File: src/hw/rtl/nspb_pkg.sv
// Package for the nearest-neighbor scaling blit core.
// Holds the field widths, command, status and register codes, the result
// record and the sequencer state type. No dependencies.
package nspb_pkg;

  localparam int DIM_W       = 13;
  localparam int STRIDE_W    = 14;
  localparam int PITCH_W     = 16;
  localparam int DEPTH_W     = 6;
  localparam int CFG_IDX_W   = 3;
  localparam int CFG_DATA_W  = 16;
  localparam int PIXEL_W     = 32;
  localparam int RIDX_W      = 26;
  localparam int WOFF_W      = 28;
  localparam int BPP_W       = 3;
  localparam int STATUS_W    = 2;
  localparam int FRAC_W      = 16;
  localparam int STEP_W      = DIM_W + FRAC_W;
  localparam int ACC_W       = 41;
  localparam int PROD_W      = DIM_W + PITCH_W;

  localparam int IN_TDATA_W  = 32;
  localparam int IN_TUSER_W  = 1;
  localparam int OUT_TDATA_W = 96;
  localparam int OUT_TUSER_W = 4;

  localparam logic CMD_START = 1'b0;
  localparam logic CMD_PIXEL = 1'b1;

  localparam logic [STATUS_W-1:0] STATUS_OK        = 2'd0;
  localparam logic [STATUS_W-1:0] STATUS_ZERO_SIZE = 2'd1;
  localparam logic [STATUS_W-1:0] STATUS_BAD_DEPTH = 2'd2;

  localparam logic [CFG_IDX_W-1:0] REG_SRC_WIDTH    = 3'd0;
  localparam logic [CFG_IDX_W-1:0] REG_SRC_HEIGHT   = 3'd1;
  localparam logic [CFG_IDX_W-1:0] REG_SRC_STRIDE   = 3'd2;
  localparam logic [CFG_IDX_W-1:0] REG_SCR_WIDTH    = 3'd3;
  localparam logic [CFG_IDX_W-1:0] REG_SCR_HEIGHT   = 3'd4;
  localparam logic [CFG_IDX_W-1:0] REG_SCR_PITCH    = 3'd5;
  localparam logic [CFG_IDX_W-1:0] REG_SCR_DEPTH    = 3'd6;

  localparam logic [DEPTH_W-1:0] DEPTH_RESET = 6'd32;

  localparam logic [BPP_W-1:0] BPP_2 = 3'd2;
  localparam logic [BPP_W-1:0] BPP_3 = 3'd3;
  localparam logic [BPP_W-1:0] BPP_4 = 3'd4;

  typedef struct packed {
    logic                read_valid;
    logic [RIDX_W-1:0]   read_index;
    logic                write_valid;
    logic [WOFF_W-1:0]   write_offset;
    logic [PIXEL_W-1:0]  write_data;
    logic [BPP_W-1:0]    write_bytes;
    logic                frame_done;
    logic [STATUS_W-1:0] status;
  } result_t;

  typedef enum logic [7:0] {
    S_IDLE = 8'b0000_0001,
    S_DIV  = 8'b0000_0010,
    S_MUL1 = 8'b0000_0100,
    S_MUL2 = 8'b0000_1000,
    S_ADV  = 8'b0001_0000,
    S_RIDX = 8'b0010_0000,
    S_RSUM = 8'b0100_0000,
    S_OUT  = 8'b1000_0000
  } state_t;

endpackage

File: src/hw/rtl/nearest_scale_pixel_blit_core.sv
// Top level of the nearest-neighbor scaling blit core.
// Sequencer, shared restoring divider, shared multiplier and result register.
// Depends on nspb_pkg.
//
// Usage: the in_ channel carries commands. in_tuser is the command (start
// frame or pixel) and in_tdata the RGBA source word of a pixel beat. Every
// accepted beat yields exactly one out_ beat, which asks for the next source
// word (read fields), reports a converted destination pixel (write fields),
// or ends the frame (out_tlast, with a status code on errors).
// Registers are written on the cfg_ port at any edge with cfg_we high.
// The result of a start beat is formed as follows: the single radix-2
// divider computes the 29-bit horizontal scale step and then the vertical
// one, and the source address is formed in S_RIDX and S_RSUM. For a pixel
// beat the one multiplier is used in turn for the row offset, the column
// offset and the source address; the pixel that ends the frame skips the
// source address. An error start or a pixel beat with no frame active goes
// straight to the result beat.
// One beat is in flight at a time; in_tready rises in the cycle after the
// result beat has been taken, and a stalled receiver holds the whole block.
// Reset clears the sequencer and the frame-active flag and returns every
// configuration register to its reset value.
module nearest_scale_pixel_blit_core #(
  parameter int MAX_DIM = 4096
) (
  input  logic                                clk,
  input  logic                                rst_n,
  input  logic                                cfg_we,
  input  logic [nspb_pkg::CFG_IDX_W-1:0]      cfg_index,
  input  logic [nspb_pkg::CFG_DATA_W-1:0]     cfg_data,
  input  logic                                in_tvalid,
  output logic                                in_tready,
  // Fields from bit 0: source_pixel.
  input  logic [nspb_pkg::IN_TDATA_W-1:0]     in_tdata,
  // Fields from bit 0: command.
  input  logic [nspb_pkg::IN_TUSER_W-1:0]     in_tuser,
  output logic                                out_tvalid,
  input  logic                                out_tready,
  // Fields from bit 0: read_index, write_offset, write_data, write_bytes.
  output logic [nspb_pkg::OUT_TDATA_W-1:0]    out_tdata,
  // Fields from bit 0: read_valid, write_valid, status.
  output logic [nspb_pkg::OUT_TUSER_W-1:0]    out_tuser,
  output logic                                out_tlast
);

  import nspb_pkg::*;

  localparam logic [DIM_W+1:0] MaxDimL   = (DIM_W+2)'(MAX_DIM);
  localparam int               DivSteps  = STEP_W;
  localparam int               DivCntW   = $clog2(DivSteps);
  localparam logic [DivCntW-1:0] DivLast = DivCntW'(DivSteps - 1);

  function automatic logic [DIM_W-1:0] sat_dim(input logic [DIM_W-1:0] v);
    return ({2'b00, v} > MaxDimL) ? MaxDimL[DIM_W-1:0] : v;
  endfunction

  function automatic logic [DIM_W-1:0] clamp_coord(input logic [ACC_W-1:0] acc,
                                                   input logic [DIM_W-1:0] limit);
    logic [ACC_W-FRAC_W-1:0] c;
    logic [DIM_W-1:0]        res;
    c = acc[ACC_W-1:FRAC_W];
    if (limit == '0) begin
      res = '0;
    end else if (c >= (ACC_W-FRAC_W)'(limit)) begin
      res = limit - 1'b1;
    end else begin
      res = c[DIM_W-1:0];
    end
    return res;
  endfunction

  function automatic logic [PIXEL_W-1:0] convert_pixel(input logic [PIXEL_W-1:0] rgba,
                                                       input logic [BPP_W-1:0] nb);
    logic [7:0]         r;
    logic [7:0]         g;
    logic [7:0]         b;
    logic [7:0]         a;
    logic [PIXEL_W-1:0] res;
    r = rgba[7:0];
    g = rgba[15:8];
    b = rgba[23:16];
    a = rgba[31:24];
    case (nb)
      BPP_4:   res = {a, r, g, b};
      BPP_3:   res = {8'h00, r, g, b};
      default: res = {16'h0000, b[7:3], g[7:2], r[7:3]};
    endcase
    return res;
  endfunction

  // Configuration registers.
  logic [DIM_W-1:0]    src_width_r;
  logic [DIM_W-1:0]    src_height_r;
  logic [STRIDE_W-1:0] src_stride_r;
  logic [DIM_W-1:0]    scr_width_r;
  logic [DIM_W-1:0]    scr_height_r;
  logic [PITCH_W-1:0]  scr_pitch_r;
  logic [DEPTH_W-1:0]  scr_depth_r;

  // Frame state.
  state_t              state_r,  state_nxt;
  logic                active_r, active_nxt;
  logic [DIM_W-1:0]    col_r,    col_nxt;
  logic [DIM_W-1:0]    row_r,    row_nxt;
  logic [STEP_W-1:0]   step_x_r, step_x_nxt;
  logic [STEP_W-1:0]   step_y_r, step_y_nxt;
  logic [ACC_W-1:0]    acc_x_r,  acc_x_nxt;
  logic [ACC_W-1:0]    acc_y_r,  acc_y_nxt;
  logic [BPP_W-1:0]    bpp_r,    bpp_nxt;
  logic [PIXEL_W-1:0]  pix_r,    pix_nxt;

  // Divider.
  logic [STEP_W-1:0]   div_num_r, div_num_nxt;
  logic [DIM_W-1:0]    div_rem_r, div_rem_nxt;
  logic [DIM_W-1:0]    div_d_r,   div_d_nxt;
  logic [DivCntW-1:0]  div_cnt_r, div_cnt_nxt;
  logic                div_y_r,   div_y_nxt;

  // Multiplier and address datapath.
  logic [DIM_W-1:0]    mul_a;
  logic [PITCH_W-1:0]  mul_b;
  logic [PROD_W-1:0]   mul_r,     mul_nxt;
  logic [WOFF_W-1:0]   sum_r,     sum_nxt;
  logic [DIM_W-1:0]    sx_r,      sx_nxt;

  result_t             res_r,     res_nxt;

  logic [DIM_W-1:0]    sw_sat, sh_sat, dw_sat, dh_sat;
  logic [DEPTH_W:0]    depth_sum;
  logic [3:0]          nb;
  logic                size_zero, depth_bad;
  logic [DIM_W:0]      div_trial;
  logic                div_ge;
  logic [STEP_W-1:0]   div_quot;
  logic [DIM_W-1:0]    col_inc, row_inc;
  logic                in_acc;

  assign sw_sat    = sat_dim(src_width_r);
  assign sh_sat    = sat_dim(src_height_r);
  assign dw_sat    = sat_dim(scr_width_r);
  assign dh_sat    = sat_dim(scr_height_r);
  assign depth_sum = {1'b0, scr_depth_r} + (DEPTH_W+1)'(7);
  assign nb        = depth_sum[DEPTH_W:3];
  assign size_zero = (sw_sat == '0) || (sh_sat == '0) || (dw_sat == '0) || (dh_sat == '0);
  assign depth_bad = (nb != 4'(BPP_2)) && (nb != 4'(BPP_3)) && (nb != 4'(BPP_4));

  assign div_trial = {div_rem_r, div_num_r[STEP_W-1]};
  assign div_ge    = div_trial >= {1'b0, div_d_r};
  assign div_quot  = {div_num_r[STEP_W-2:0], div_ge};

  assign col_inc   = col_r + 1'b1;
  assign row_inc   = row_r + 1'b1;

  assign in_tready  = (state_r == S_IDLE);
  assign in_acc     = in_tvalid && in_tready;
  assign out_tvalid = (state_r == S_OUT);
  assign out_tdata  = {(OUT_TDATA_W-RIDX_W-WOFF_W-PIXEL_W-BPP_W)'(0), res_r.write_bytes,
                       res_r.write_data, res_r.write_offset, res_r.read_index};
  assign out_tuser  = {res_r.status, res_r.write_valid, res_r.read_valid};
  assign out_tlast  = res_r.frame_done;

  always_ff @(posedge clk) begin
    if (!rst_n) begin
      src_width_r  <= '0;
      src_height_r <= '0;
      src_stride_r <= '0;
      scr_width_r  <= '0;
      scr_height_r <= '0;
      scr_pitch_r  <= '0;
      scr_depth_r  <= DEPTH_RESET;
    end else if (cfg_we) begin
      unique case (cfg_index)
        REG_SRC_WIDTH:  src_width_r  <= cfg_data[DIM_W-1:0];
        REG_SRC_HEIGHT: src_height_r <= cfg_data[DIM_W-1:0];
        REG_SRC_STRIDE: src_stride_r <= cfg_data[STRIDE_W-1:0];
        REG_SCR_WIDTH:  scr_width_r  <= cfg_data[DIM_W-1:0];
        REG_SCR_HEIGHT: scr_height_r <= cfg_data[DIM_W-1:0];
        REG_SCR_PITCH:  scr_pitch_r  <= cfg_data[PITCH_W-1:0];
        REG_SCR_DEPTH:  scr_depth_r  <= cfg_data[DEPTH_W-1:0];
        default: begin
        end
      endcase
    end
  end

  always_comb begin
    state_nxt   = state_r;
    active_nxt  = active_r;
    col_nxt     = col_r;
    row_nxt     = row_r;
    step_x_nxt  = step_x_r;
    step_y_nxt  = step_y_r;
    acc_x_nxt   = acc_x_r;
    acc_y_nxt   = acc_y_r;
    bpp_nxt     = bpp_r;
    pix_nxt     = pix_r;
    div_num_nxt = div_num_r;
    div_rem_nxt = div_rem_r;
    div_d_nxt   = div_d_r;
    div_cnt_nxt = div_cnt_r;
    div_y_nxt   = div_y_r;
    sum_nxt     = sum_r;
    sx_nxt      = sx_r;
    res_nxt     = res_r;
    mul_a       = row_r;
    mul_b       = scr_pitch_r;

    unique case (state_r)
      S_IDLE: begin
        if (in_acc) begin
          res_nxt = '0;
          pix_nxt = in_tdata[PIXEL_W-1:0];
          if (in_tuser[0] == CMD_START) begin
            active_nxt = 1'b0;
            state_nxt  = S_OUT;
            if (size_zero) begin
              res_nxt.frame_done = 1'b1;
              res_nxt.status     = STATUS_ZERO_SIZE;
            end else if (depth_bad) begin
              res_nxt.frame_done = 1'b1;
              res_nxt.status     = STATUS_BAD_DEPTH;
            end else begin
              bpp_nxt     = nb[BPP_W-1:0];
              acc_x_nxt   = '0;
              acc_y_nxt   = '0;
              col_nxt     = '0;
              row_nxt     = '0;
              active_nxt  = 1'b1;
              div_num_nxt = {sw_sat, FRAC_W'(0)};
              div_d_nxt   = dw_sat;
              div_rem_nxt = '0;
              div_cnt_nxt = '0;
              div_y_nxt   = 1'b0;
              state_nxt   = S_DIV;
            end
          end else if (active_r) begin
            state_nxt = S_MUL1;
          end else begin
            state_nxt = S_OUT;
          end
        end
      end
      S_DIV: begin
        div_rem_nxt = div_ge ? DIM_W'(div_trial - {1'b0, div_d_r}) : div_trial[DIM_W-1:0];
        div_num_nxt = div_quot;
        div_cnt_nxt = div_cnt_r + 1'b1;
        if (div_cnt_r == DivLast) begin
          if (!div_y_r) begin
            step_x_nxt  = div_quot;
            div_num_nxt = {sh_sat, FRAC_W'(0)};
            div_d_nxt   = dh_sat;
            div_rem_nxt = '0;
            div_cnt_nxt = '0;
            div_y_nxt   = 1'b1;
          end else begin
            step_y_nxt = div_quot;
            state_nxt  = S_RIDX;
          end
        end
      end
      S_MUL1: begin
        mul_a     = row_r;
        mul_b     = scr_pitch_r;
        state_nxt = S_MUL2;
      end
      S_MUL2: begin
        sum_nxt   = mul_r[WOFF_W-1:0];
        mul_a     = col_r;
        mul_b     = PITCH_W'(bpp_r);
        state_nxt = S_ADV;
      end
      S_ADV: begin
        res_nxt.write_valid  = 1'b1;
        res_nxt.write_offset = sum_r + mul_r[WOFF_W-1:0];
        res_nxt.write_data   = convert_pixel(pix_r, bpp_r);
        res_nxt.write_bytes  = bpp_r;
        state_nxt            = S_RIDX;
        if (col_inc >= dw_sat) begin
          col_nxt   = '0;
          acc_x_nxt = '0;
          acc_y_nxt = acc_y_r + ACC_W'(step_y_r);
          row_nxt   = row_inc;
          if (row_inc >= dh_sat) begin
            active_nxt         = 1'b0;
            row_nxt            = '0;
            acc_y_nxt          = '0;
            res_nxt.frame_done = 1'b1;
            state_nxt          = S_OUT;
          end
        end else begin
          col_nxt   = col_inc;
          acc_x_nxt = acc_x_r + ACC_W'(step_x_r);
        end
      end
      S_RIDX: begin
        mul_a     = clamp_coord(acc_y_r, sh_sat);
        mul_b     = PITCH_W'(src_stride_r);
        sx_nxt    = clamp_coord(acc_x_r, sw_sat);
        state_nxt = S_RSUM;
      end
      S_RSUM: begin
        res_nxt.read_valid = 1'b1;
        res_nxt.read_index = RIDX_W'(mul_r + PROD_W'(sx_r));
        state_nxt          = S_OUT;
      end
      S_OUT: begin
        if (out_tready) begin
          state_nxt = S_IDLE;
        end
      end
      default: begin
        state_nxt = S_IDLE;
      end
    endcase
  end

  assign mul_nxt = mul_a * mul_b;

  always_ff @(posedge clk) begin
    if (!rst_n) begin
      state_r  <= S_IDLE;
      active_r <= 1'b0;
    end else begin
      state_r  <= state_nxt;
      active_r <= active_nxt;
    end
  end

  always_ff @(posedge clk) begin
    col_r     <= col_nxt;
    row_r     <= row_nxt;
    step_x_r  <= step_x_nxt;
    step_y_r  <= step_y_nxt;
    acc_x_r   <= acc_x_nxt;
    acc_y_r   <= acc_y_nxt;
    bpp_r     <= bpp_nxt;
    pix_r     <= pix_nxt;
    div_num_r <= div_num_nxt;
    div_rem_r <= div_rem_nxt;
    div_d_r   <= div_d_nxt;
    div_cnt_r <= div_cnt_nxt;
    div_y_r   <= div_y_nxt;
    mul_r     <= mul_nxt;
    sum_r     <= sum_nxt;
    sx_r      <= sx_nxt;
    res_r     <= res_nxt;
  end

  a_no_overlap: assert property (@(posedge clk) disable iff (!rst_n)
    !(in_tready && out_tvalid))
    else $error("input accepted while a result beat is pending");

  a_err_is_final: assert property (@(posedge clk) disable iff (!rst_n)
    (out_tvalid && res_r.status != STATUS_OK) |->
      (res_r.frame_done && !res_r.read_valid && !res_r.write_valid && !active_r))
    else $error("error result does not end the frame cleanly");

  a_done_idle: assert property (@(posedge clk) disable iff (!rst_n)
    (out_tvalid && res_r.frame_done) |-> (!active_r && !res_r.read_valid))
    else $error("frame end beat while a frame is still active");

  a_read_follows: assert property (@(posedge clk) disable iff (!rst_n)
    (state_r == S_RSUM) |=> (state_r == S_OUT && res_r.read_valid))
    else $error("source address step did not produce a read request");

endmodule
File: config.mk
export PLATFORM = sky130hd
export DESIGN_NAME = nearest_scale_pixel_blit_core
export DESIGN_NICKNAME = d
export VERILOG_FILES = /design/src/hw/rtl/nspb_pkg.sv /design/src/hw/rtl/nearest_scale_pixel_blit_core.sv
export SDC_FILE = /design/constraint.sdc
export NUM_CORES = 2
export LEC_CHECK = 0
export BUFFER_PORTS_ARGS = -buffer_cell sky130_fd_sc_hd__clkbuf_2
export CORE_AREA = 2 2 244 246
export DETAILED_ROUTE_END_ITERATION = 10
export DIE_AREA = 0 0 246 248
export PLACE_DENSITY = 0.79
export SLEW_MARGIN = 10
export SYNTH_ARGS = -nofsm -noshare
export SYNTH_HDL_FRONTEND = slang
export SYNTH_SLANG_ARGS = --single-unit
File: constraint.sdc
create_clock -name clk -period 11 [get_ports clk]
set_input_delay 1.65 -clock clk [delete_from_list [all_inputs] [get_ports clk]]
set_output_delay 1.65 -clock clk [all_outputs]
set_load 0.03 [all_outputs]
==> metrics <==
RD Place Congestion 0.9812; Overflow after GRT 0; WP depth 31; CTS tree yes; Placed Cells incl. Taps 4309; status completed; Via density 6.057; measured slew at the worst slew-check pin 1.157 ns; # setup viols final 0; overall routing resource usage 29.12%; fmax 105.8 MHz; WL/cell 20.08 um; Final Hold Viols 0; die height 248 um; root buffer cell clkbuf_16; combinational share of power 20.1%; Tcrit/Tclk final 85.94%; Fin Clk Skew 0.03705 ns; maxcap violations 0; worst r2r src src_height_r[2]; routed wire length 88550 um; total power 5.472 mW; Hold WS 0.4511 ns; post-synthesis async set-or-reset flop share 0%; die area 61010 um2; Die X 246 um; Pleak 15.57 nW; Core Rows 89; worst skew pair latency 0.63 ns; worst r2r path cells 31; Syn Area/Cell 9.983 um2; cell taking the most area after synthesis edfxtp_1; Starting DRT DRC Count 2508; Sw Share 30.20%; largest net degree at the start of global routing 96; synthesis-to-layout area growth 9.531%; reg2reg end mul_r[27]; dpl ws 1.591 ns; non-filler cells, final 4409; most frequent cell after synthesis nand2_1; CP startpoint src_height_r[2]; Slew Limit Fails 0; CP Class reg -> reg; list of most frequent post-synthesis cells nand2_1 (401), edfxtp_1 (397), nor2_1 (366); global-route wire length before repair 139800 um; sequential share of the synthesized area 41.54%; CP Capture Type flop; layout cell share with drive strength beyond 1 9.076%; leading post-synthesis cells by cell area edfxtp_1 (34%), fa_1 (9.1%), ha_1 (8.7%); Post-CTS Resized 0; top cell family by delay on the critical path adder cells; top_reg_cell synth edfxtp_1; vias in the first global route 25.87k; Placement Cell Area 36230 um2; Final Critical Period 9.453 ns; Yosys cell types 85; hold_buf cts 0; RSZ-0062 raised after global routing false; Util after Layout 65.05%; Clock power frac 33.7%; max incr delay on CP 0.79 ns; clock sink count 522; setup_tns 0 ns; Clock Pin Slew Worst Setup and Hold Paths 0.06 ns; Initial Util 59.39%; First-pass DRT Iterations 6; Post-synth EDFFs 397; DP HPWL 65400 um; Setup crit end mul_r[27]; Req. time, crit path 11.49 ns; ANT cells 0; Buf+Inv Stages, Crit Path 3; CTS H-tree lvls 2; CP Launch Type flop; Routed Antenna Nets 0; fin worst setup slack 1.547 ns; cell area after synthesis 34720 um2; post-CTS setup buffers 0; fin nets 4047; Port Buffers 152; Slew headroom 22.59%; CORE AREA 58460 um2; io pins 160; Crit path top cell by count fa_1; Worst path slowest cell a31oi_1; worst min path class reg -> reg; Synth warnings 0; total number of vias 26.71k; FILL cells 4602; Final Cell Area 38030 um2; post-synth top area share 34.34%; initial antenna violation count 2; # DRC 0; worst-case clock buffer depth 3; crit-path max FO 30; sequential group share of total power 46.1%; NetSw 1.652 mW; Num CTS Buffers 53; synthesized instance count 3478; peak supply drop 0.0001545 V; r2r setup slk 1.55 ns; Yosys reg bits 522; Power Dens Cells 143.9 nW/um2; cell-internal power 3.820 mW; worst path arrival time 9.94 ns
==> routing by layer <==
layer	share of wire [%]	track usage, %
met5	0.021	0
met4	3.5	9.840
met3	8.7	5.320
met2	46	46.95
met1	42	39.80
==> worst min path at each step <==
stage	end	cells past startpoint	slack, ns	from
finish	step_y_r[10]	0	0.45	div_num_r[9]
global route	step_y_r[11]	0	0.47	div_num_r[10]
CTS	step_y_r[11]	0	0.45	div_num_r[10]
detailed placement	step_x_r[5]	0	0.45	div_num_r[4]
global placement	src_stride_r[0]	2	0.45	src_stride_r[0]
floorplan	sum_r[26]	0	0.41	mul_r[26]
==> cells by family (layout without fill, tap and decap cells) <==
logic type / count (synthesis) / count (layout) / share of synthesized area (%)
XOR/XNOR: 177 / 177 / 4.465
flip-flops: 522 / 522 / 41.54
adder cells (fa/ha/maj): 399 / 399 / 17.79
AND/OR/NAND/NOR: 1249 / 1249 / 16.72
multiplexers: 50 / 50 / 1.449
AO/OA/AOI/OAI: 675 / 675 / 13.51
buffers and inverters: 405 / 557 / 4.508
other: 1 / 7 / 0.01080
==> state kept, by name (all words and copies together) (netlist names), 4 cells and up <==
signal / cells
div_cnt_r: 5
mul_r: 28
acc_x_r: 41
src_width_r: 13
sx_r: 13
div_d_r: 13
scr_height_r: 13
sum_r: 28
acc_y_r: 41
step_y_r: 29
state_r: 8
div_num_r: 29
scr_pitch_r: 16
out_tdata: 89
div_rem_r: 13
src_height_r: 13
row_r: 13
step_x_r: 29
pix_r: 32
scr_width_r: 13
scr_depth_r: 6
col_r: 13
src_stride_r: 14
out_tuser: 4
==> worst reg2reg max path, delay by kind of cell (launching register included) <==
kind	cells	cell delay, ns
adder cells (fa/ha/maj)	7	3.39
AO/OA/AOI/OAI	11	3.12
AND/OR/NAND/NOR	9	2.06
flip-flops	1	0.36
buffers and inverters	3	0.32
XOR/XNOR	1	0.09
==> cell type report <==
| type | count | area (um2) | share of cell area [%] |
|---|---|---|---|
| multi-input combinational | 2557 | 18830 | 49.50 |
| timing repair buffer | 181 | 978.4 | 2.573 |
| tap | 773 | 967.2 | 2.543 |
| clock buffer | 74 | 1533 | 4.030 |
| clock inverter | 26 | 266.5 | 0.7008 |
| inverter | 276 | 1036 | 2.724 |
| sequential | 522 | 14420 | 37.93 |
==> power by group through the flow <==
stage	registers (mW)	logic [mW]	clock network, mW
floorplan	2.67	0.655	0
global placement	2.55	1.07	0
global route	2.55	1.20	1.94
detailed placement	2.56	1.09	0
CTS	2.52	1.10	1.87
finish	2.52	1.10	1.85
==> cells in the final DEF, fill, tap and decap left out, drive strengths merged, types with 12 or more instances in the layout <==
master and instances:
o21a 32, inv 280, nor3 59, nand2b 30
a22o 16, buf 29, nor2 369, mux2i 48
o21ai 113, a22oi 20, fa 158, and3 74
a211oi 45, a21boi 85, or3 17, a31oi 15
a21oi 142, dfxtp 125, xor2 83, ha 241
a311oi 32, nor2b 54, o211ai 14, nand3 91
xnor2 94, clkbuf 226, and2 47, clkinv 18
a21o 63, nand2 404, nor4 30, or2 14
a2111oi 12, nand4 24, edfxtp 397
(Power assumes the default switching activity.)
